**config.mk**
```make
export PLATFORM = sky130hd
export DESIGN_NAME = subtitle_time_range_formatter
export DESIGN_NICKNAME = d
export VERILOG_FILES = /design/src/sv/stfmt_pkg.sv /design/src/sv/stfmt_seq.sv /design/src/sv/stfmt_dp.sv /design/src/sv/subtitle_time_range_formatter.sv
export SDC_FILE = /design/constraint.sdc
export NUM_CORES = 1
export LEC_CHECK = 0
export BUFFER_PORTS_ARGS = -buffer_cell sky130_fd_sc_hd__buf_2
export CAP_MARGIN = 20
export CORE_ASPECT_RATIO = 0.8
export CORE_MARGIN = 2
export CORE_UTILIZATION = 50
export CTS_CLUSTER_DIAMETER = 150
export CTS_CLUSTER_SIZE = 20
export DETAILED_ROUTE_END_ITERATION = 8
export HOLD_SLACK_MARGIN = 0.1
export PLACE_DENSITY = 0.66
export SETUP_SLACK_MARGIN = 0.02
export SYNTH_ARGS = -nofsm -noshare
export SYNTH_HDL_FRONTEND = slang
export SYNTH_SLANG_ARGS = --single-unit
export TNS_END_PERCENT = 20
```
**constraint.sdc**
```tcl
create_clock -name clk -period 6.65 [get_ports clk]
set_input_delay 1.33 -clock clk [delete_from_list [all_inputs] [get_ports clk]]
set_output_delay 1.33 -clock clk [all_outputs]
set_load 0.1 [all_outputs]
```
**src/sv/stfmt_pkg.sv**
```systemverilog
// shared types, constants and microcode table of the subtitle time range formatter
// no dependencies; imported by every module of the block
`default_nettype none

package stfmt_pkg;

	localparam int HOUR_DIGITS = 4;
	localparam int IN_W = 36;
	localparam int CHAR_W = 8;
	localparam longint unsigned MS_PER_HOUR = 64'd3600000;

	function automatic longint unsigned pow10(input int n);
		longint unsigned p;
		int i;
		p = 64'd1;
		for (i = 0; i < n; i++) begin
			p = p * 64'd10;
		end
		return p;
	endfunction

	// largest printable time, all nines for the hours then 59:59,999
	localparam longint unsigned LIM = pow10(HOUR_DIGITS) * MS_PER_HOUR - 64'd1;
	localparam int TIME_W = $clog2(LIM + 64'd1);
	localparam int SAT_W = (TIME_W > IN_W) ? TIME_W : IN_W;

	// digit positions: hours, min tens, min ones, sec tens, sec ones, ms x3
	localparam int NDIGITS = HOUR_DIGITS + 7;
	localparam int IDX_W = $clog2(NDIGITS);
	localparam int NPLACE = 2 ** IDX_W;
	localparam logic [IDX_W-1:0] IDX_LAST = IDX_W'(NDIGITS - 1);
	localparam logic [IDX_W-1:0] IDX_HOURS = IDX_W'(HOUR_DIGITS);
	localparam logic [IDX_W-1:0] IDX_PAD = IDX_W'(HOUR_DIGITS - 2);
	localparam logic [IDX_W-1:0] IDX_HOUR_END = IDX_W'(HOUR_DIGITS - 1);
	localparam logic [IDX_W-1:0] IDX_MIN_END = IDX_W'(HOUR_DIGITS + 1);
	localparam logic [IDX_W-1:0] IDX_SEC_END = IDX_W'(HOUR_DIGITS + 3);

	typedef logic [TIME_W-1:0] time_t;
	typedef time_t place_tab_t [NPLACE];

	localparam longint unsigned LOW_PLACE [7] = '{
		64'd600000, 64'd60000, 64'd10000, 64'd1000, 64'd100, 64'd10, 64'd1
	};

	function automatic place_tab_t make_place();
		place_tab_t t;
		int i;
		for (i = 0; i < NPLACE; i++) begin
			t[i] = '0;
			if (i < HOUR_DIGITS) begin
				t[i] = TIME_W'(pow10(HOUR_DIGITS - 1 - i) * MS_PER_HOUR);
			end else if (i < NDIGITS) begin
				t[i] = TIME_W'(LOW_PLACE[i - HOUR_DIGITS]);
			end
		end
		return t;
	endfunction

	// weight of one unit of each digit position, in milliseconds
	localparam place_tab_t PLACE = make_place();

	localparam logic [CHAR_W-1:0] CH_NONE  = 8'h00;
	localparam logic [CHAR_W-1:0] CH_ZERO  = 8'h30;
	localparam logic [CHAR_W-1:0] CH_COLON = 8'h3A;
	localparam logic [CHAR_W-1:0] CH_COMMA = 8'h2C;
	localparam logic [CHAR_W-1:0] CH_SPACE = 8'h20;
	localparam logic [CHAR_W-1:0] CH_DASH  = 8'h2D;
	localparam logic [CHAR_W-1:0] CH_GT    = 8'h3E;

	typedef enum logic [2:0] {
		OP_IDLE,
		OP_LOAD,
		OP_TRY,
		OP_DIGIT,
		OP_SEP,
		OP_NOP,
		OP_LIT
	} op_t;

	typedef enum logic [1:0] {
		JMP_NONE,
		JMP_ALWAYS,
		JMP_MORE,
		JMP_END
	} jmp_t;

	localparam int PC_W = 4;
	typedef logic [PC_W-1:0] pc_t;

	localparam pc_t PC_LOAD_S = 4'd0;
	localparam pc_t PC_TRY3   = 4'd1;
	localparam pc_t PC_TRY2   = 4'd2;
	localparam pc_t PC_TRY1   = 4'd3;
	localparam pc_t PC_TRY0   = 4'd4;
	localparam pc_t PC_DIGIT  = 4'd5;
	localparam pc_t PC_SEP    = 4'd6;
	localparam pc_t PC_BRANCH = 4'd7;
	localparam pc_t PC_LIT0   = 4'd8;
	localparam pc_t PC_LIT1   = 4'd9;
	localparam pc_t PC_LIT2   = 4'd10;
	localparam pc_t PC_LIT3   = 4'd11;
	localparam pc_t PC_LIT4   = 4'd12;
	localparam pc_t PC_LOAD_E = 4'd13;
	localparam pc_t PC_IDLE   = 4'd14;

	typedef struct packed {
		op_t               op;
		logic              sel;
		logic [1:0]        sh;
		logic [CHAR_W-1:0] lit;
		jmp_t              jmp;
		pc_t               target;
	} ctrl_t;

	typedef struct packed {
		logic more;
		logic on_end;
	} stat_t;

	function automatic ctrl_t ucode(input pc_t pc);
		ctrl_t w;
		w = '{op: OP_IDLE, sel: 1'b0, sh: 2'd0, lit: CH_NONE, jmp: JMP_NONE, target: PC_IDLE};
		unique case (pc)
			PC_LOAD_S: w.op = OP_LOAD;
			PC_TRY3: begin
				w.op = OP_TRY;
				w.sh = 2'd3;
			end
			PC_TRY2: begin
				w.op = OP_TRY;
				w.sh = 2'd2;
			end
			PC_TRY1: begin
				w.op = OP_TRY;
				w.sh = 2'd1;
			end
			PC_TRY0: begin
				w.op = OP_TRY;
				w.sh = 2'd0;
			end
			PC_DIGIT: w.op = OP_DIGIT;
			PC_SEP: begin
				w.op = OP_SEP;
				w.jmp = JMP_MORE;
				w.target = PC_TRY3;
			end
			PC_BRANCH: begin
				w.op = OP_NOP;
				w.jmp = JMP_END;
				w.target = PC_IDLE;
			end
			PC_LIT0: begin
				w.op = OP_LIT;
				w.lit = CH_SPACE;
			end
			PC_LIT1: begin
				w.op = OP_LIT;
				w.lit = CH_DASH;
			end
			PC_LIT2: begin
				w.op = OP_LIT;
				w.lit = CH_DASH;
			end
			PC_LIT3: begin
				w.op = OP_LIT;
				w.lit = CH_GT;
			end
			PC_LIT4: begin
				w.op = OP_LIT;
				w.lit = CH_SPACE;
			end
			PC_LOAD_E: begin
				w.op = OP_LOAD;
				w.sel = 1'b1;
				w.jmp = JMP_ALWAYS;
				w.target = PC_TRY3;
			end
			default: w.op = OP_IDLE;
		endcase
		return w;
	endfunction

endpackage

`default_nettype wire

```
**src/sv/stfmt_seq.sv**
```systemverilog
// microcode sequencer: step counter, control store lookup and conditional jumps
// depends on stfmt_pkg
`default_nettype none

module stfmt_seq
	import stfmt_pkg::*;
(
	input  wire   clk,
	input  wire   arst_n,
	input  wire   accept,
	input  stat_t stat,
	output ctrl_t ctrl,
	output logic  busy
);

	pc_t  pc_q;
	logic take;

	always_comb begin
		ctrl = ucode(pc_q);
		busy = (pc_q != PC_IDLE);
		unique case (ctrl.jmp)
			JMP_NONE:   take = 1'b0;
			JMP_ALWAYS: take = 1'b1;
			JMP_MORE:   take = stat.more;
			JMP_END:    take = stat.on_end;
			default:    take = 1'b0;
		endcase
	end

	always_ff @(posedge clk or negedge arst_n) begin
		if (!arst_n) begin
			pc_q <= PC_IDLE;
		end else if (accept) begin
			pc_q <= PC_LOAD_S;
		end else if (ctrl.op != OP_IDLE) begin
			pc_q <= take ? ctrl.target : pc_q + 1'b1;
		end
	end

endmodule

`default_nettype wire

```
**src/sv/stfmt_dp.sv**
```systemverilog
// datapath: input capture, clamp and saturation, restoring digit extraction, character output
// depends on stfmt_pkg
`default_nettype none

module stfmt_dp
	import stfmt_pkg::*;
(
	input  wire               clk,
	input  wire               arst_n,
	input  wire               accept,
	input  wire  [IN_W-1:0]   start_ms,
	input  wire  [IN_W-1:0]   end_ms,
	input  ctrl_t             ctrl,
	output stat_t             stat,
	output logic              char_strobe,
	output logic [CHAR_W-1:0] out_char,
	output logic              last_char
);

	logic [IN_W-1:0]   start_q;
	logic [IN_W-1:0]   end_q;
	time_t             rem_q;
	logic [3:0]        dig_q;
	logic [IDX_W-1:0]  idx_q;
	logic              seen_q;
	logic              sel_q;
	logic              strobe_q;
	logic [CHAR_W-1:0] char_q;
	logic              last_q;

	time_t             weight;
	logic              fits;
	logic [SAT_W-1:0]  src;
	time_t             sat_val;
	logic              blank;
	logic              more;
	logic              sep_has;
	logic [CHAR_W-1:0] sep_chr;
	logic              emit;
	logic [CHAR_W-1:0] emit_chr;
	logic              emit_last;

	always_comb begin
		weight = PLACE[idx_q] << ctrl.sh;
		fits = (rem_q >= weight);
		src = SAT_W'(ctrl.sel ? end_q : start_q);
		sat_val = (src > SAT_W'(LIM)) ? TIME_W'(LIM) : TIME_W'(src);
		blank = (idx_q < IDX_PAD) && (dig_q == 4'd0) && !seen_q;
		more = (idx_q != IDX_LAST);
		sep_has = 1'b1;
		priority if (idx_q == IDX_HOUR_END) begin
			sep_chr = CH_COLON;
		end else if (idx_q == IDX_MIN_END) begin
			sep_chr = CH_COLON;
		end else if (idx_q == IDX_SEC_END) begin
			sep_chr = CH_COMMA;
		end else begin
			sep_chr = CH_NONE;
			sep_has = 1'b0;
		end
		emit = 1'b0;
		emit_chr = CH_NONE;
		emit_last = 1'b0;
		unique case (ctrl.op)
			OP_DIGIT: begin
				emit = !blank;
				emit_chr = CH_ZERO + {4'd0, dig_q};
				emit_last = sel_q && !more;
			end
			OP_SEP: begin
				emit = more && sep_has;
				emit_chr = sep_chr;
			end
			OP_LIT: begin
				emit = 1'b1;
				emit_chr = ctrl.lit;
			end
			default: emit = 1'b0;
		endcase
		stat.more = more;
		stat.on_end = sel_q;
	end

	always_ff @(posedge clk or negedge arst_n) begin
		if (!arst_n) begin
			idx_q    <= '0;
			seen_q   <= 1'b0;
			sel_q    <= 1'b0;
			strobe_q <= 1'b0;
		end else begin
			strobe_q <= emit;
			unique case (ctrl.op)
				OP_LOAD: begin
					sel_q  <= ctrl.sel;
					idx_q  <= '0;
					seen_q <= 1'b0;
				end
				OP_DIGIT: begin
					if (idx_q < IDX_HOURS && dig_q != 4'd0) begin
						seen_q <= 1'b1;
					end
				end
				OP_SEP: begin
					if (more) begin
						idx_q <= idx_q + 1'b1;
					end
				end
				default: idx_q <= idx_q;
			endcase
		end
	end

	always_ff @(posedge clk) begin
		if (accept) begin
			start_q <= start_ms;
			end_q   <= (end_ms < start_ms) ? start_ms : end_ms;
		end
		char_q <= emit_chr;
		last_q <= emit_last;
		unique case (ctrl.op)
			OP_LOAD: begin
				rem_q <= sat_val;
				dig_q <= 4'd0;
			end
			OP_TRY: begin
				if (fits) begin
					rem_q <= rem_q - weight;
					dig_q <= dig_q | (4'd1 << ctrl.sh);
				end
			end
			OP_DIGIT: dig_q <= 4'd0;
			default: dig_q <= dig_q;
		endcase
	end

	assign char_strobe = strobe_q;
	assign out_char = char_q;
	assign last_char = strobe_q & last_q;

endmodule

`default_nettype wire

```
**src/sv/subtitle_time_range_formatter.sv**
```systemverilog
// top level of the subtitle time range formatter: sequencer plus datapath
// depends on stfmt_pkg, stfmt_seq and stfmt_dp
//
// channel   signals                       transaction taken when
// input     start, busy, start_ms, end_ms  start high and busy low at a rising edge
// result    char_strobe, out_char,         char_strobe high; held one cycle only
//           last_char
//
// one item keeps the block busy while each time value runs one load step plus six
// steps per digit position (four restoring subtract trials, a digit emit, a
// separator step) and one branch step, and the arrow text takes five more steps;
// the shared subtract and compare unit in the datapath serves every trial step
// reset clears the step counter to idle and drops the strobe; no clearing pass
// the receiver cannot stall, so characters leave as soon as they are formed
`default_nettype none

module subtitle_time_range_formatter
	import stfmt_pkg::*;
(
	input  wire               clk,
	input  wire               arst_n,
	input  wire               start,
	output logic              busy,
	input  wire  [IN_W-1:0]   start_ms,
	input  wire  [IN_W-1:0]   end_ms,
	output logic              char_strobe,
	output logic [CHAR_W-1:0] out_char,
	output logic              last_char
);

	// control word from the microcode store and status flags back to it
	ctrl_t ctrl;
	stat_t stat;
	logic  accept;

	// an input transaction only lands when the sequencer sits on its idle step
	assign accept = start & ~busy;

	stfmt_seq u_seq (
		.clk    (clk),
		.arst_n (arst_n),
		.accept (accept),
		.stat   (stat),
		.ctrl   (ctrl),
		.busy   (busy)
	);

	// end is clamped to start on capture; saturation happens as each time is loaded
	stfmt_dp u_dp (
		.clk         (clk),
		.arst_n      (arst_n),
		.accept      (accept),
		.start_ms    (start_ms),
		.end_ms      (end_ms),
		.ctrl        (ctrl),
		.stat        (stat),
		.char_strobe (char_strobe),
		.out_char    (out_char),
		.last_char   (last_char)
	);

endmodule

`default_nettype wire

```
==> flow_results.xml, run 1 <==
<?xml version="1.0" encoding="UTF-8"?>
<metrics>
  <group name="synthesis">
    <metric name="synth-compound-area-share" unit="">0.203</metric>
    <metric name="post_synth_inst_count" unit="">1032</metric>
    <metric name="synth_top_cells_by_area" unit="">sky130_fd_sc_hd__edfxtp_1, sky130_fd_sc_hd__ha_1, sky130_fd_sc_hd__nand2_1</metric>
    <metric name="netlist.area_leader.share" unit="">0.344</metric>
    <metric name="post_synth.cell_area_avg" unit="um^2">9.47</metric>
    <metric name="synth_cell_type_count" unit="">79</metric>
    <metric name="synth.mux.area_fraction" unit="">0.0722</metric>
    <metric name="synth.largest_area_cell" unit="">sky130_fd_sc_hd__edfxtp_1</metric>
    <metric name="synth_flop_type" unit="">sky130_fd_sc_hd__edfxtp_1</metric>
    <metric name="synth.cell_area" unit="um^2">9780</metric>
    <metric name="synthArstFlopShare" unit="">0.0846</metric>
    <metric name="synthXorXnorAreaFrac" unit="">0.0242</metric>
    <metric name="post_synth_and_or_nand_nor_area_fraction" unit="">0.156</metric>
    <metric name="yosysWarnings" unit="">0</metric>
    <metric name="synthAdderAreaFrac" unit="">0.108</metric>
    <metric name="synth-seq-cells" unit="">130</metric>
    <metric name="number_of_synthesized_flops_with_an_enable_pin" unit="">112</metric>
    <metric name="ys_seq_area_frac" unit="">0.387</metric>
    <metric name="main_combinational_cell_family_by_area_after_synthesis" unit="">compound AO/OA/AOI/OAI gates</metric>
  </group>
  <group name="placed_design">
    <metric name="place.detailed.hpwl" unit="um">18200</metric>
    <metric name="finalWeightedCongestion" unit="">0.937</metric>
    <metric name="dp.cells" unit="">1322</metric>
    <metric name="placement.io_buffers" unit="">83</metric>
  </group>
  <group name="worst_setup_path">
    <metric name="cp_cell_sequence" unit="">inv_1 &gt; ha_1 &gt; o21ai_1 &gt; a21boi_0 &gt; o32a_1 &gt; nand2_1 &gt; o21ai_0 &gt; ha_1 &gt; a2111oi_0 &gt; a21oi_1 &gt; o21ai_0 &gt; a31oi_1 &gt; o21a_1 &gt; o41ai_1 &gt; nand2_1 &gt; buf_4</metric>
    <metric name="total_buffers_and_inverters_traversed_by_the_critical_path" unit="">2</metric>
    <metric name="worstPathArrival" unit="ns">5.46</metric>
    <metric name="critPathSlowestCell" unit="">sky130_fd_sc_hd__o21ai_1</metric>
    <metric name="cp_data_required_time" unit="ns">6.81</metric>
    <metric name="crit_family" unit="">compound AO/OA/AOI/OAI gates</metric>
    <metric name="cp-end-kind" unit="">flop</metric>
    <metric name="setup.worst_path.start_class" unit="">flop</metric>
    <metric name="critPathKind" unit="">flop to flop</metric>
    <metric name="crit_fanout" unit="">20</metric>
    <metric name="slowest_delay" unit="ns">0.66</metric>
  </group>
  <group name="outcome">
    <metric name="run_status" unit="">finished clean</metric>
  </group>
  <group name="final_layout">
    <metric name="finish.cell_count_without_fillers" unit="">1354</metric>
    <metric name="insertedDiodeCount" unit="">0</metric>
    <metric name="net_count_final" unit="">1242</metric>
    <metric name="area.growth.synth_to_final" unit="%">11.3</metric>
    <metric name="layout.cells.most_common" unit="">sky130_fd_sc_hd__nand2_1</metric>
    <metric name="drive_gt1_frac" unit="">0.166</metric>
    <metric name="final_cell_mix" unit="">sky130_fd_sc_hd__nand2_1, sky130_fd_sc_hd__edfxtp_1, sky130_fd_sc_hd__ha_1, sky130_fd_sc_hd__buf_2, sky130_fd_sc_hd__a21oi_1</metric>
  </group>
  <group name="sta">
    <metric name="timing_max_transition_violations_final" unit="">0</metric>
    <metric name="final_min_period_over_clock_period" unit="">0.798</metric>
    <metric name="fmax" unit="MHz">188</metric>
    <metric name="setup-tns-final" unit="ns">0</metric>
    <metric name="fin_worst_skew" unit="ns">0.0153</metric>
    <metric name="rsz_0062_raised_after_global_routing" unit="">no</metric>
    <metric name="max-slew-margin-rel" unit="">0.381</metric>
    <metric name="fin_crit" unit="ns">5.31</metric>
    <metric name="timing.final.hold_violations" unit="">0</metric>
    <metric name="finalSetupViolations" unit="">0</metric>
    <metric name="timing_worst_slew_pin_value" unit="ns">0.928</metric>
  </group>
  <group name="routing">
    <metric name="viasPerCell" unit="">6.01</metric>
    <metric name="vias" unit="">8142</metric>
    <metric name="drcViolationCount" unit="">0</metric>
    <metric name="dr.first_iter.drc_count" unit="">756</metric>
    <metric name="routedWlPerCell" unit="um">18.1</metric>
    <metric name="detail_route.first_pass.iterations" unit="">5</metric>
    <metric name="ant_nets" unit="">0</metric>
    <metric name="routed_wirelength" unit="um">24500</metric>
  </group>
  <group name="floorplan">
    <metric name="floorplan.die.width" unit="um">160</metric>
    <metric name="die_y" unit="um">129</metric>
    <metric name="die-area" unit="um^2">20700</metric>
    <metric name="initial_utilization" unit="">0.512</metric>
    <metric name="fp.coreArea" unit="um^2">19100</metric>
    <metric name="boundaryPins" unit="">86</metric>
    <metric name="num_rows" unit="">45</metric>
  </group>
  <group name="clocking">
    <metric name="cts_tree" unit="">built</metric>
    <metric name="h-tree-depth" unit="">4</metric>
    <metric name="clkTransAtPathRegs" unit="ns">0.06</metric>
    <metric name="insertion_delay" unit="ns">0.43</metric>
    <metric name="cts_buffers" unit="">17</metric>
    <metric name="cts.repair.resized" unit="">0</metric>
    <metric name="clock-root-buffer" unit="">sky130_fd_sc_hd__clkbuf_16</metric>
    <metric name="tritoncts_num_sinks" unit="">130</metric>
    <metric name="cts_hold_fix_bufs" unit="">0</metric>
    <metric name="cts.path.max_buffers" unit="">2</metric>
    <metric name="post_cts_buffers" unit="">0</metric>
  </group>
  <group name="grt">
    <metric name="globalRouteTotalUtil" unit="">0.241</metric>
    <metric name="first_global_vias" unit="">7391</metric>
    <metric name="first_pass_grt_wire_length" unit="um">39400</metric>
    <metric name="grt_max_degree" unit="">73</metric>
    <metric name="globalRoute.totalOverflow" unit="">0</metric>
    <metric name="antenna_found_initial" unit="">0</metric>
  </group>
  <group name="min_path">
    <metric name="hold_path_class" unit="">flop to flop</metric>
  </group>
  <group name="power">
    <metric name="power_frac_seq" unit="">0.467</metric>
    <metric name="p_int" unit="mW">1.44</metric>
    <metric name="clock_power_share" unit="">0.466</metric>
    <metric name="p_per_area" unit="nW/um^2">174</metric>
    <metric name="netSwitchingFraction" unit="">0.243</metric>
    <metric name="power.static_leakage" unit="nW">4.43</metric>
    <metric name="worst_ir_drop_vdd" unit="V">0.000123</metric>
    <metric name="switching_power_summed_over_all_nets" unit="uW">461</metric>
    <metric name="comb_power_share" unit="">0.068</metric>
  </group>
  <group name="flow_run">
    <metric name="max_cap_violations" unit="">0</metric>
  </group>
</metrics>
## synthesized netlist by cell type (14+ instances only)
library cell               count
sky130_fd_sc_hd__and3_1       14
sky130_fd_sc_hd__mux2i_1      30
sky130_fd_sc_hd__nor2_1       56
sky130_fd_sc_hd__o21a_1       15
sky130_fd_sc_hd__buf_2        14
sky130_fd_sc_hd__nor4_1       14
sky130_fd_sc_hd__nor3_1       14
sky130_fd_sc_hd__nand3_1      31
sky130_fd_sc_hd__clkbuf_1     40
sky130_fd_sc_hd__o22ai_1      16
sky130_fd_sc_hd__a21o_1       33
sky130_fd_sc_hd__a21oi_1      72
sky130_fd_sc_hd__edfxtp_1    112
sky130_fd_sc_hd__ha_1         83
sky130_fd_sc_hd__nand2_1     120
sky130_fd_sc_hd__a32oi_1      18
sky130_fd_sc_hd__inv_1        48
sky130_fd_sc_hd__o21ai_0      49
sky130_fd_sc_hd__mux2_2       30
sky130_fd_sc_hd__a31oi_1      15
sky130_fd_sc_hd__xor2_1       15
sky130_fd_sc_hd__nand4_1      21
## registers in the layout (all words and copies together) (netlist names)
signal / flops
u_dp.end_q: 36
u_dp.rem_q: 36
u_dp.start_q: 36
u_dp.out_char: 6
u_dp.dig_q: 4
u_dp.idx_q: 4
u_seq.pc_q: 4
u_dp.char_strobe: 1
u_dp.last_q: 1
u_dp.seen_q: 1
u_dp.sel_q: 1
## cell families (layout without fill, tap and decap cells)
logic type                 after synthesis  after routing
and+or+nand+nor                        317            317
AOI/OAI and AO/OA                      293            293
DFF                                    130            130
buffers and inverters                  114            177
adders and majority gates               84             84
muxes                                   66             66
xor gates and xnor gates                27             27
other                                    1              2
## layout make-up
class	instances	area, um^2
timing repair buffer	96	513
sequential	130	3780
tap	258	323
inverter	49	184
multi-input combinational	789	5530
clock inverter	15	126
fill	1667	8210
clock buffer	17	425
## routing by layer
metal  part of all wire  track usage  wire, um
met5                  0            0         0
met1               0.51        0.372     12400
met2               0.42        0.356     10300
met3              0.064       0.0365      1570
met4             0.0085       0.0588       207
## power groups by stage
stage	Clock (mW)	Combinational (mW)	Sequential, mW
after detailed placement	0	0.129	0.903
after global routing	0.933	0.146	0.885
final	0.883	0.129	0.885
after CTS	0.898	0.130	0.885
after floorplan	0	0.0842	0.903
after global placement	0	0.127	0.903
## path summary, 6_finish.rpt
path / startpoint / endpoint / slack (ns) / depth (start not counted)
setup / recovery: u_seq.pc_q[1] / u_dp.rem_q[23] / 1.34 / 16
hold / removal: u_dp.seen_q / u_dp.seen_q / 0.54 / 1
setup reg to reg: u_seq.pc_q[1] / u_dp.rem_q[23] / 1.34 / 16
hold reg to reg: u_dp.seen_q / u_dp.seen_q / 0.54 / 1
max in group asynchronous: arst_n / u_seq.pc_q[2] / 5.61 / 1
min in group asynchronous: arst_n / u_dp.sel_q / 0.77 / 1
## through the flow
step / hold WS (ns) / util / power, mW / setup slack (ns) / area, um^2
floorplan: 0.468 / - / 0.987 / 1.54 / 9780
finish: 0.536 / 0.570 / 1.90 / 1.34 / 10900
detailed placement: 0.507 / 0.541 / 1.03 / 1.45 / 10300
CTS: 0.536 / 0.570 / 1.91 / 1.41 / 10900
global route: 0.549 / 0.570 / 1.96 / 0.863 / 10900
global placement: 0.504 / 0.541 / 1.03 / 1.61 / 10300
No activity file was read; power rests on OpenSTA's default activity.
==> run 2: changes to the inputs <==
==> constraint.sdc (replaced) <==
create_clock -name clk -period 5.55 [get_ports clk]
set_input_delay 1.11 -clock clk [delete_from_list [all_inputs] [get_ports clk]]
set_output_delay 1.11 -clock clk [all_outputs]
set_load 0.1 [all_outputs]
==> flow_results.xml, run 2 (synthesis gave the netlist of run 1 again) <==
<?xml version="1.0" encoding="UTF-8"?>
<metrics>
  <group name="clocking">
    <metric name="h-tree-depth" unit="">4</metric>
    <metric name="clock-root-buffer" unit="">sky130_fd_sc_hd__clkbuf_16</metric>
    <metric name="clkTransAtPathRegs" unit="ns">0.06</metric>
    <metric name="cts_hold_fix_bufs" unit="">0</metric>
    <metric name="cts_buffers" unit="">17</metric>
    <metric name="cts_tree" unit="">built</metric>
    <metric name="post_cts_buffers" unit="">0</metric>
    <metric name="insertion_delay" unit="ns">0.43</metric>
    <metric name="cts.path.max_buffers" unit="">2</metric>
    <metric name="tritoncts_num_sinks" unit="">130</metric>
    <metric name="cts.repair.resized" unit="">0</metric>
  </group>
  <group name="worst_setup_path">
    <metric name="timing.rr.start" unit="">u_seq.pc_q[1]</metric>
    <metric name="slowest_delay" unit="ns">0.56</metric>
    <metric name="setup.reg_to_reg.worst_slack" unit="ns">0.32</metric>
    <metric name="critPathKind" unit="">flop to flop</metric>
    <metric name="timing.reg2reg.worst_path_depth" unit="">17</metric>
    <metric name="cp_data_required_time" unit="ns">5.73</metric>
    <metric name="worstPathArrival" unit="ns">5.41</metric>
    <metric name="setup.worst_path.start_class" unit="">flop</metric>
    <metric name="rr_endpoint" unit="">u_dp.rem_q[6]</metric>
    <metric name="critPathSlowestCell" unit="">sky130_fd_sc_hd__a2111oi_1</metric>
    <metric name="crit_fanout" unit="">27</metric>
    <metric name="cp_cell_sequence" unit="">inv_1 &gt; ha_1 &gt; o21ai_1 &gt; buf_12 &gt; a21boi_0 &gt; o32a_1 &gt; nand2_1 &gt; o21ai_0 &gt; ha_1 &gt; a2111oi_1 &gt; a21oi_1 &gt; o21ai_1 &gt; a31oi_1 &gt; o21a_1 &gt; o41ai_1 &gt; nand2_2 &gt; buf_4</metric>
    <metric name="cp-end-kind" unit="">flop</metric>
  </group>
  <group name="sta">
    <metric name="finalSetupViolations" unit="">0</metric>
    <metric name="fin_worst_hold_slack" unit="ns">0.514</metric>
    <metric name="timing.final.hold_violations" unit="">0</metric>
    <metric name="final_min_period_over_clock_period" unit="">0.942</metric>
    <metric name="rsz_0062_raised_after_global_routing" unit="">no</metric>
    <metric name="fin_crit" unit="ns">5.23</metric>
    <metric name="max-slew-margin-rel" unit="">0.352</metric>
    <metric name="timing_worst_slew_pin_value" unit="ns">0.967</metric>
    <metric name="fin_worst_skew" unit="ns">0.0106</metric>
    <metric name="setup-tns-final" unit="ns">0</metric>
    <metric name="fmax" unit="MHz">191</metric>
    <metric name="timing_max_transition_violations_final" unit="">0</metric>
  </group>
  <group name="floorplan">
    <metric name="die_y" unit="um">129</metric>
    <metric name="floorplan.die.width" unit="um">160</metric>
    <metric name="num_rows" unit="">45</metric>
    <metric name="initial_utilization" unit="">0.512</metric>
    <metric name="fp.coreArea" unit="um^2">19100</metric>
    <metric name="boundaryPins" unit="">86</metric>
    <metric name="die-area" unit="um^2">20700</metric>
  </group>
  <group name="routing">
    <metric name="routedWlPerCell" unit="um">18.3</metric>
    <metric name="viasPerCell" unit="">6.01</metric>
    <metric name="ant_nets" unit="">0</metric>
    <metric name="vias" unit="">8210</metric>
    <metric name="routed_wirelength" unit="um">25000</metric>
    <metric name="detail_route.first_pass.iterations" unit="">6</metric>
    <metric name="drcViolationCount" unit="">0</metric>
    <metric name="dr.first_iter.drc_count" unit="">716</metric>
  </group>
  <group name="final_layout">
    <metric name="design_area" unit="um^2">11000</metric>
    <metric name="area.growth.synth_to_final" unit="%">12.9</metric>
    <metric name="final_cell_mix" unit="">sky130_fd_sc_hd__nand2_1, sky130_fd_sc_hd__edfxtp_1, sky130_fd_sc_hd__ha_1, sky130_fd_sc_hd__buf_2, sky130_fd_sc_hd__a21oi_1</metric>
    <metric name="insertedDiodeCount" unit="">0</metric>
    <metric name="fin_util" unit="">0.578</metric>
    <metric name="layout.cells.most_common" unit="">sky130_fd_sc_hd__nand2_1</metric>
    <metric name="net_count_final" unit="">1254</metric>
    <metric name="drive_gt1_frac" unit="">0.175</metric>
    <metric name="biggest_registers_after_layout" unit="">u_dp.end_q: 36 flops, u_dp.rem_q: 36 flops, u_dp.start_q: 36 flops</metric>
  </group>
  <group name="power">
    <metric name="switching_power_summed_over_all_nets" unit="uW">539</metric>
    <metric name="power_frac_seq" unit="">0.453</metric>
    <metric name="worst_ir_drop_vdd" unit="V">0.000149</metric>
    <metric name="netSwitchingFraction" unit="">0.230</metric>
    <metric name="comb_power_share" unit="">0.066</metric>
    <metric name="clock_power_share" unit="">0.481</metric>
    <metric name="p_per_area" unit="nW/um^2">212</metric>
    <metric name="power.static_leakage" unit="nW">4.53</metric>
    <metric name="p_int" unit="mW">1.80</metric>
  </group>
  <group name="flow_run">
    <metric name="max_cap_violations" unit="">0</metric>
  </group>
  <group name="placed_design">
    <metric name="placement.io_buffers" unit="">83</metric>
    <metric name="finalWeightedCongestion" unit="">0.968</metric>
    <metric name="dpl-instance-area" unit="um^2">10400</metric>
    <metric name="place.detailed.hpwl" unit="um">18800</metric>
  </group>
  <group name="grt">
    <metric name="grt_max_degree" unit="">42</metric>
    <metric name="antenna_found_initial" unit="">0</metric>
    <metric name="globalRouteTotalUtil" unit="">0.247</metric>
    <metric name="globalRoute.totalOverflow" unit="">0</metric>
    <metric name="first_global_vias" unit="">7636</metric>
    <metric name="first_pass_grt_wire_length" unit="um">40400</metric>
  </group>
  <group name="min_path">
    <metric name="worst_hold_path.endpoint" unit="">u_dp.seen_q</metric>
    <metric name="timing.hold.worst_path_depth" unit="">1</metric>
    <metric name="hold_path_class" unit="">flop to flop</metric>
    <metric name="hold_path_startpoint" unit="">u_dp.seen_q</metric>
  </group>
  <group name="outcome">
    <metric name="run_status" unit="">finished clean</metric>
  </group>
</metrics>
[run 2: cell type report]
| class | count | area [um^2] |
|---|---|---|
| Clock buffer | 18 | 429 |
| Clock inverter | 14 | 155 |
| Fill cell | 1630 | 8050 |
| Inverter | 49 | 184 |
| Multi-Input combinational cell | 789 | 5540 |
| Sequential cell | 130 | 3780 |
| Tap cell | 258 | 323 |
| Timing Repair Buffer | 108 | 628 |
[run 2: worst max-delay path by stage]
stage	endpoint	start
detailed placement	u_dp.rem_q[2]	u_seq.pc_q[1]
floorplan	u_dp.rem_q[0]	u_seq.pc_q[1]
CTS	u_dp.rem_q[2]	u_seq.pc_q[1]
finish	u_dp.rem_q[6]	u_seq.pc_q[1]
global placement	u_dp.rem_q[2]	u_seq.pc_q[1]
global route	u_dp.rem_q[6]	u_seq.pc_q[1]
[run 2: worst max-delay path, delay by kind of cell (launching register included)]
kind            cells  cell delay, ns
compound gates     10            2.68
fa+ha+maj           2            0.76
buf+inv             3            0.56
flops               1            0.55
simple gates        2            0.39
[run 2: metal layers]
metal / up-vias / track usage / share of wire / wire length (um)
met1: 3875 / 0.370 / 0.51 / 12700
met3: 34 / 0.0515 / 0.068 / 1700
met2: 285 / 0.367 / 0.41 / 10300
met5: - / 0 / 0 / 0
met4: 0 / 0.0615 / 0.017 / 421
li1: 4016 / - / - / -
[run 2: through the flow]
stage / power (mW) / instances / setup slack [ns]
6_report: 2.34 / 1366 / 0.324
5_1_grt: 2.42 / 1366 / 0.112
3_3_place_gp: 1.23 / 1334 / 0.404
4_1_cts: 2.36 / 1366 / 0.108
3_5_place_dp: 1.24 / 1334 / 0.140
2_1_floorplan: 1.18 / 1033 / 0.438
[run 2: power by group through the flow]
| stage | clock [mW] | combinational (mW) | sequential, mW |
|---|---|---|---|
| 6_report | 1.13 | 0.155 | 1.06 |
| 5_1_grt | 1.19 | 0.174 | 1.06 |
| 3_5_place_dp | 0 | 0.154 | 1.08 |
| 2_1_floorplan | 0 | 0.101 | 1.08 |
| 3_3_place_gp | 0 | 0.152 | 1.08 |
| 4_1_cts | 1.14 | 0.155 | 1.06 |
==> run 3: changes to the inputs <==
--- a/config.mk
+++ b/config.mk
@@ -10,12 +10,14 @@
 export CORE_ASPECT_RATIO = 0.8
 export CORE_MARGIN = 2
 export CORE_UTILIZATION = 50
+export CTS_BUF_LIST = sky130_fd_sc_hd__clkbuf_4 sky130_fd_sc_hd__clkbuf_8 sky130_fd_sc_hd__clkbuf_16
 export CTS_CLUSTER_DIAMETER = 150
 export CTS_CLUSTER_SIZE = 20
 export DETAILED_ROUTE_END_ITERATION = 8
 export HOLD_SLACK_MARGIN = 0.1
 export PLACE_DENSITY = 0.66
 export SETUP_SLACK_MARGIN = 0.02
+export SLEW_MARGIN = 25
 export SYNTH_ARGS = -nofsm -noshare
 export SYNTH_HDL_FRONTEND = slang
 export SYNTH_SLANG_ARGS = --single-unit
==> flow_results.xml, run 3 (synthesis gave the netlist of run 1 again) <==
<?xml version="1.0" encoding="UTF-8"?>
<metrics>
  <group name="sta">
    <metric name="timing_max_transition_violations_final" unit="">0</metric>
    <metric name="setup-tns-final" unit="ns">0</metric>
    <metric name="fmax" unit="MHz">191</metric>
    <metric name="timing.final.hold_violations" unit="">0</metric>
    <metric name="timing_worst_slew_pin_value" unit="ns">0.972</metric>
    <metric name="fin_crit" unit="ns">5.23</metric>
    <metric name="rsz_0062_raised_after_global_routing" unit="">no</metric>
    <metric name="max-slew-margin-rel" unit="">0.349</metric>
    <metric name="final_min_period_over_clock_period" unit="">0.941</metric>
    <metric name="fin_worst_skew" unit="ns">0.0126</metric>
    <metric name="finalSetupViolations" unit="">0</metric>
  </group>
  <group name="power">
    <metric name="comb_power_share" unit="">0.066</metric>
    <metric name="p_int" unit="mW">1.81</metric>
    <metric name="power.static_leakage" unit="nW">4.53</metric>
    <metric name="power_frac_seq" unit="">0.451</metric>
    <metric name="clock_power_share" unit="">0.483</metric>
    <metric name="netSwitchingFraction" unit="">0.230</metric>
    <metric name="switching_power_summed_over_all_nets" unit="uW">542</metric>
    <metric name="worst_ir_drop_vdd" unit="V">0.000148</metric>
    <metric name="p_per_area" unit="nW/um^2">213</metric>
  </group>
  <group name="min_path">
    <metric name="hold_path_startpoint" unit="">u_dp.seen_q</metric>
    <metric name="worst_hold_path.endpoint" unit="">u_dp.seen_q</metric>
    <metric name="hold_path_class" unit="">flop to flop</metric>
    <metric name="timing.hold.worst_path_depth" unit="">1</metric>
  </group>
  <group name="worst_setup_path">
    <metric name="setup.reg_to_reg.worst_slack" unit="ns">0.32</metric>
    <metric name="critPathSlowestCell" unit="">sky130_fd_sc_hd__a2111oi_1</metric>
    <metric name="timing.rr.start" unit="">u_seq.pc_q[1]</metric>
    <metric name="cp_data_required_time" unit="ns">5.73</metric>
    <metric name="total_buffers_and_inverters_traversed_by_the_critical_path" unit="">3</metric>
    <metric name="setup.worst_path.start_class" unit="">flop</metric>
    <metric name="cp-end-kind" unit="">flop</metric>
    <metric name="critPathKind" unit="">flop to flop</metric>
    <metric name="rr_endpoint" unit="">u_dp.rem_q[2]</metric>
    <metric name="crit_family" unit="">compound AO/OA/AOI/OAI gates</metric>
    <metric name="setup.worst_path.start" unit="">u_seq.pc_q[1]</metric>
    <metric name="worstPathArrival" unit="ns">5.41</metric>
    <metric name="timing.reg2reg.worst_path_depth" unit="">17</metric>
    <metric name="crit_fanout" unit="">27</metric>
    <metric name="cp_cell_sequence" unit="">inv_1 &gt; ha_1 &gt; o21ai_1 &gt; buf_12 &gt; a21boi_0 &gt; o32a_1 &gt; nand2_1 &gt; o21ai_0 &gt; ha_1 &gt; a2111oi_1 &gt; a21oi_1 &gt; o21ai_1 &gt; a31oi_1 &gt; o21a_1 &gt; o41ai_1 &gt; nand2_2 &gt; buf_4</metric>
    <metric name="slowest_delay" unit="ns">0.56</metric>
  </group>
  <group name="final_layout">
    <metric name="fin_util" unit="">0.579</metric>
    <metric name="net_count_final" unit="">1254</metric>
    <metric name="drive_gt1_frac" unit="">0.176</metric>
    <metric name="insertedDiodeCount" unit="">0</metric>
    <metric name="biggest_registers_after_layout" unit="">u_dp.end_q: 36 flops, u_dp.rem_q: 36 flops, u_dp.start_q: 36 flops</metric>
    <metric name="area.growth.synth_to_final" unit="%">13.0</metric>
    <metric name="layout.cells.most_common" unit="">sky130_fd_sc_hd__nand2_1</metric>
    <metric name="final_cell_mix" unit="">sky130_fd_sc_hd__nand2_1, sky130_fd_sc_hd__edfxtp_1, sky130_fd_sc_hd__ha_1, sky130_fd_sc_hd__buf_2, sky130_fd_sc_hd__a21oi_1</metric>
  </group>
  <group name="clocking">
    <metric name="cts_tree" unit="">built</metric>
    <metric name="cts_buffers" unit="">17</metric>
    <metric name="tritoncts_num_sinks" unit="">130</metric>
    <metric name="h-tree-depth" unit="">4</metric>
    <metric name="insertion_delay" unit="ns">0.43</metric>
    <metric name="cts.path.max_buffers" unit="">2</metric>
    <metric name="clock-root-buffer" unit="">sky130_fd_sc_hd__clkbuf_16</metric>
    <metric name="post_cts_buffers" unit="">0</metric>
    <metric name="clkTransAtPathRegs" unit="ns">0.06</metric>
  </group>
  <group name="floorplan">
    <metric name="initial_utilization" unit="">0.512</metric>
    <metric name="die-area" unit="um^2">20700</metric>
    <metric name="num_rows" unit="">45</metric>
    <metric name="boundaryPins" unit="">86</metric>
    <metric name="die_y" unit="um">129</metric>
    <metric name="floorplan.die.width" unit="um">160</metric>
    <metric name="fp.coreArea" unit="um^2">19100</metric>
  </group>
  <group name="flow_run">
    <metric name="max_cap_violations" unit="">0</metric>
  </group>
  <group name="grt">
    <metric name="busiest_layer" unit="">met1</metric>
    <metric name="grt_max_degree" unit="">42</metric>
    <metric name="first_pass_grt_wire_length" unit="um">40400</metric>
    <metric name="first_global_vias" unit="">7635</metric>
    <metric name="met1_track_demand_over_resource" unit="">0.370</metric>
    <metric name="globalRouteTotalUtil" unit="">0.247</metric>
    <metric name="global_route.usage.met2" unit="">0.367</metric>
    <metric name="antenna_found_initial" unit="">0</metric>
    <metric name="globalRoute.totalOverflow" unit="">0</metric>
    <metric name="grt_util_met3" unit="">0.0458</metric>
  </group>
  <group name="routing">
    <metric name="detail_route.first_pass.iterations" unit="">6</metric>
    <metric name="routed_wirelength" unit="um">25100</metric>
    <metric name="ant_nets" unit="">0</metric>
    <metric name="viasPerCell" unit="">5.99</metric>
    <metric name="dr.first_iter.drc_count" unit="">738</metric>
    <metric name="drcViolationCount" unit="">0</metric>
    <metric name="routedWlPerCell" unit="um">18.4</metric>
    <metric name="vias" unit="">8187</metric>
  </group>
  <group name="placed_design">
    <metric name="placement.io_buffers" unit="">83</metric>
    <metric name="finalWeightedCongestion" unit="">0.968</metric>
    <metric name="place.detailed.hpwl" unit="um">18800</metric>
  </group>
  <group name="outcome">
    <metric name="run_status" unit="">finished clean</metric>
  </group>
</metrics>
run 3: stage by stage:
step                      total power [mW]  hold WS, ns  area [um^2]  setup slack [ns]  instances
final                                 2.35        0.513        11000             0.325       1366
after global routing                  2.42        0.543        11000             0.112       1366
after CTS                             2.36        0.513        11000             0.108       1366
after detailed placement              1.24        0.496        10400             0.140       1334
after global placement                1.23        0.496        10400             0.404       1334
after floorplan                       1.18        0.468         9780             0.438       1033
run 3: worst register-to-register path: stages (launching register included):
cell,delay (ns)
sky130_fd_sc_hd__dfstp_2,0.55
sky130_fd_sc_hd__inv_1,0.07
sky130_fd_sc_hd__ha_1,0.35
sky130_fd_sc_hd__o21ai_1,0.28
sky130_fd_sc_hd__buf_12,0.20
sky130_fd_sc_hd__a21boi_0,0.10
sky130_fd_sc_hd__o32a_1,0.30
sky130_fd_sc_hd__nand2_1,0.07
sky130_fd_sc_hd__o21ai_0,0.13
sky130_fd_sc_hd__ha_1,0.41
sky130_fd_sc_hd__a2111oi_1,0.56
sky130_fd_sc_hd__a21oi_1,0.20
sky130_fd_sc_hd__o21ai_1,0.28
sky130_fd_sc_hd__a31oi_1,0.15
sky130_fd_sc_hd__o21a_1,0.20
sky130_fd_sc_hd__o41ai_1,0.50
sky130_fd_sc_hd__nand2_2,0.32
sky130_fd_sc_hd__buf_4,0.29
run 3: timing repair:
action | 4_1_cts | 5_1_grt
resized for setup | 0 | 4
endpoints found under the hold margin | 0 | 0
hold buffers | 0 | 0
endpoints found under the setup margin | 0 | 36
run 3: layout make-up:
cell class | instances | area, um^2
fill | 1630 | 8040
multi-input combinational | 789 | 5540
sequential | 130 | 3780
timing repair buffer | 108 | 628
clock buffer | 18 | 433
tap | 258 | 323
inverter | 49 | 184
clock inverter | 14 | 155
run 3: layer usage:
layer	share of wire	up-vias
li1	-	4014
met1	0.51	3866
met2	0.41	278
met3	0.064	29
met4	0.016	0
met5	0	-
run 3: worst max-delay path by stage:
stage | endpoint | slack, ns | cells after the start
2_1_floorplan | u_dp.rem_q[0] | 0.44 | 16
5_1_grt | u_dp.rem_q[6] | 0.11 | 17
3_3_place_gp | u_dp.rem_q[2] | 0.40 | 17
4_1_cts | u_dp.rem_q[2] | 0.11 | 17
6_report | u_dp.rem_q[2] | 0.32 | 17
3_5_place_dp | u_dp.rem_q[2] | 0.14 | 17
run 3: power by group through the flow:
stage	combinational [mW]	sequential, mW	clock, mW
3_5_place_dp	0.154	1.08	0
4_1_cts	0.155	1.06	1.14
6_report	0.155	1.06	1.14
2_1_floorplan	0.101	1.08	0
3_3_place_gp	0.152	1.08	0
5_1_grt	0.174	1.06	1.19
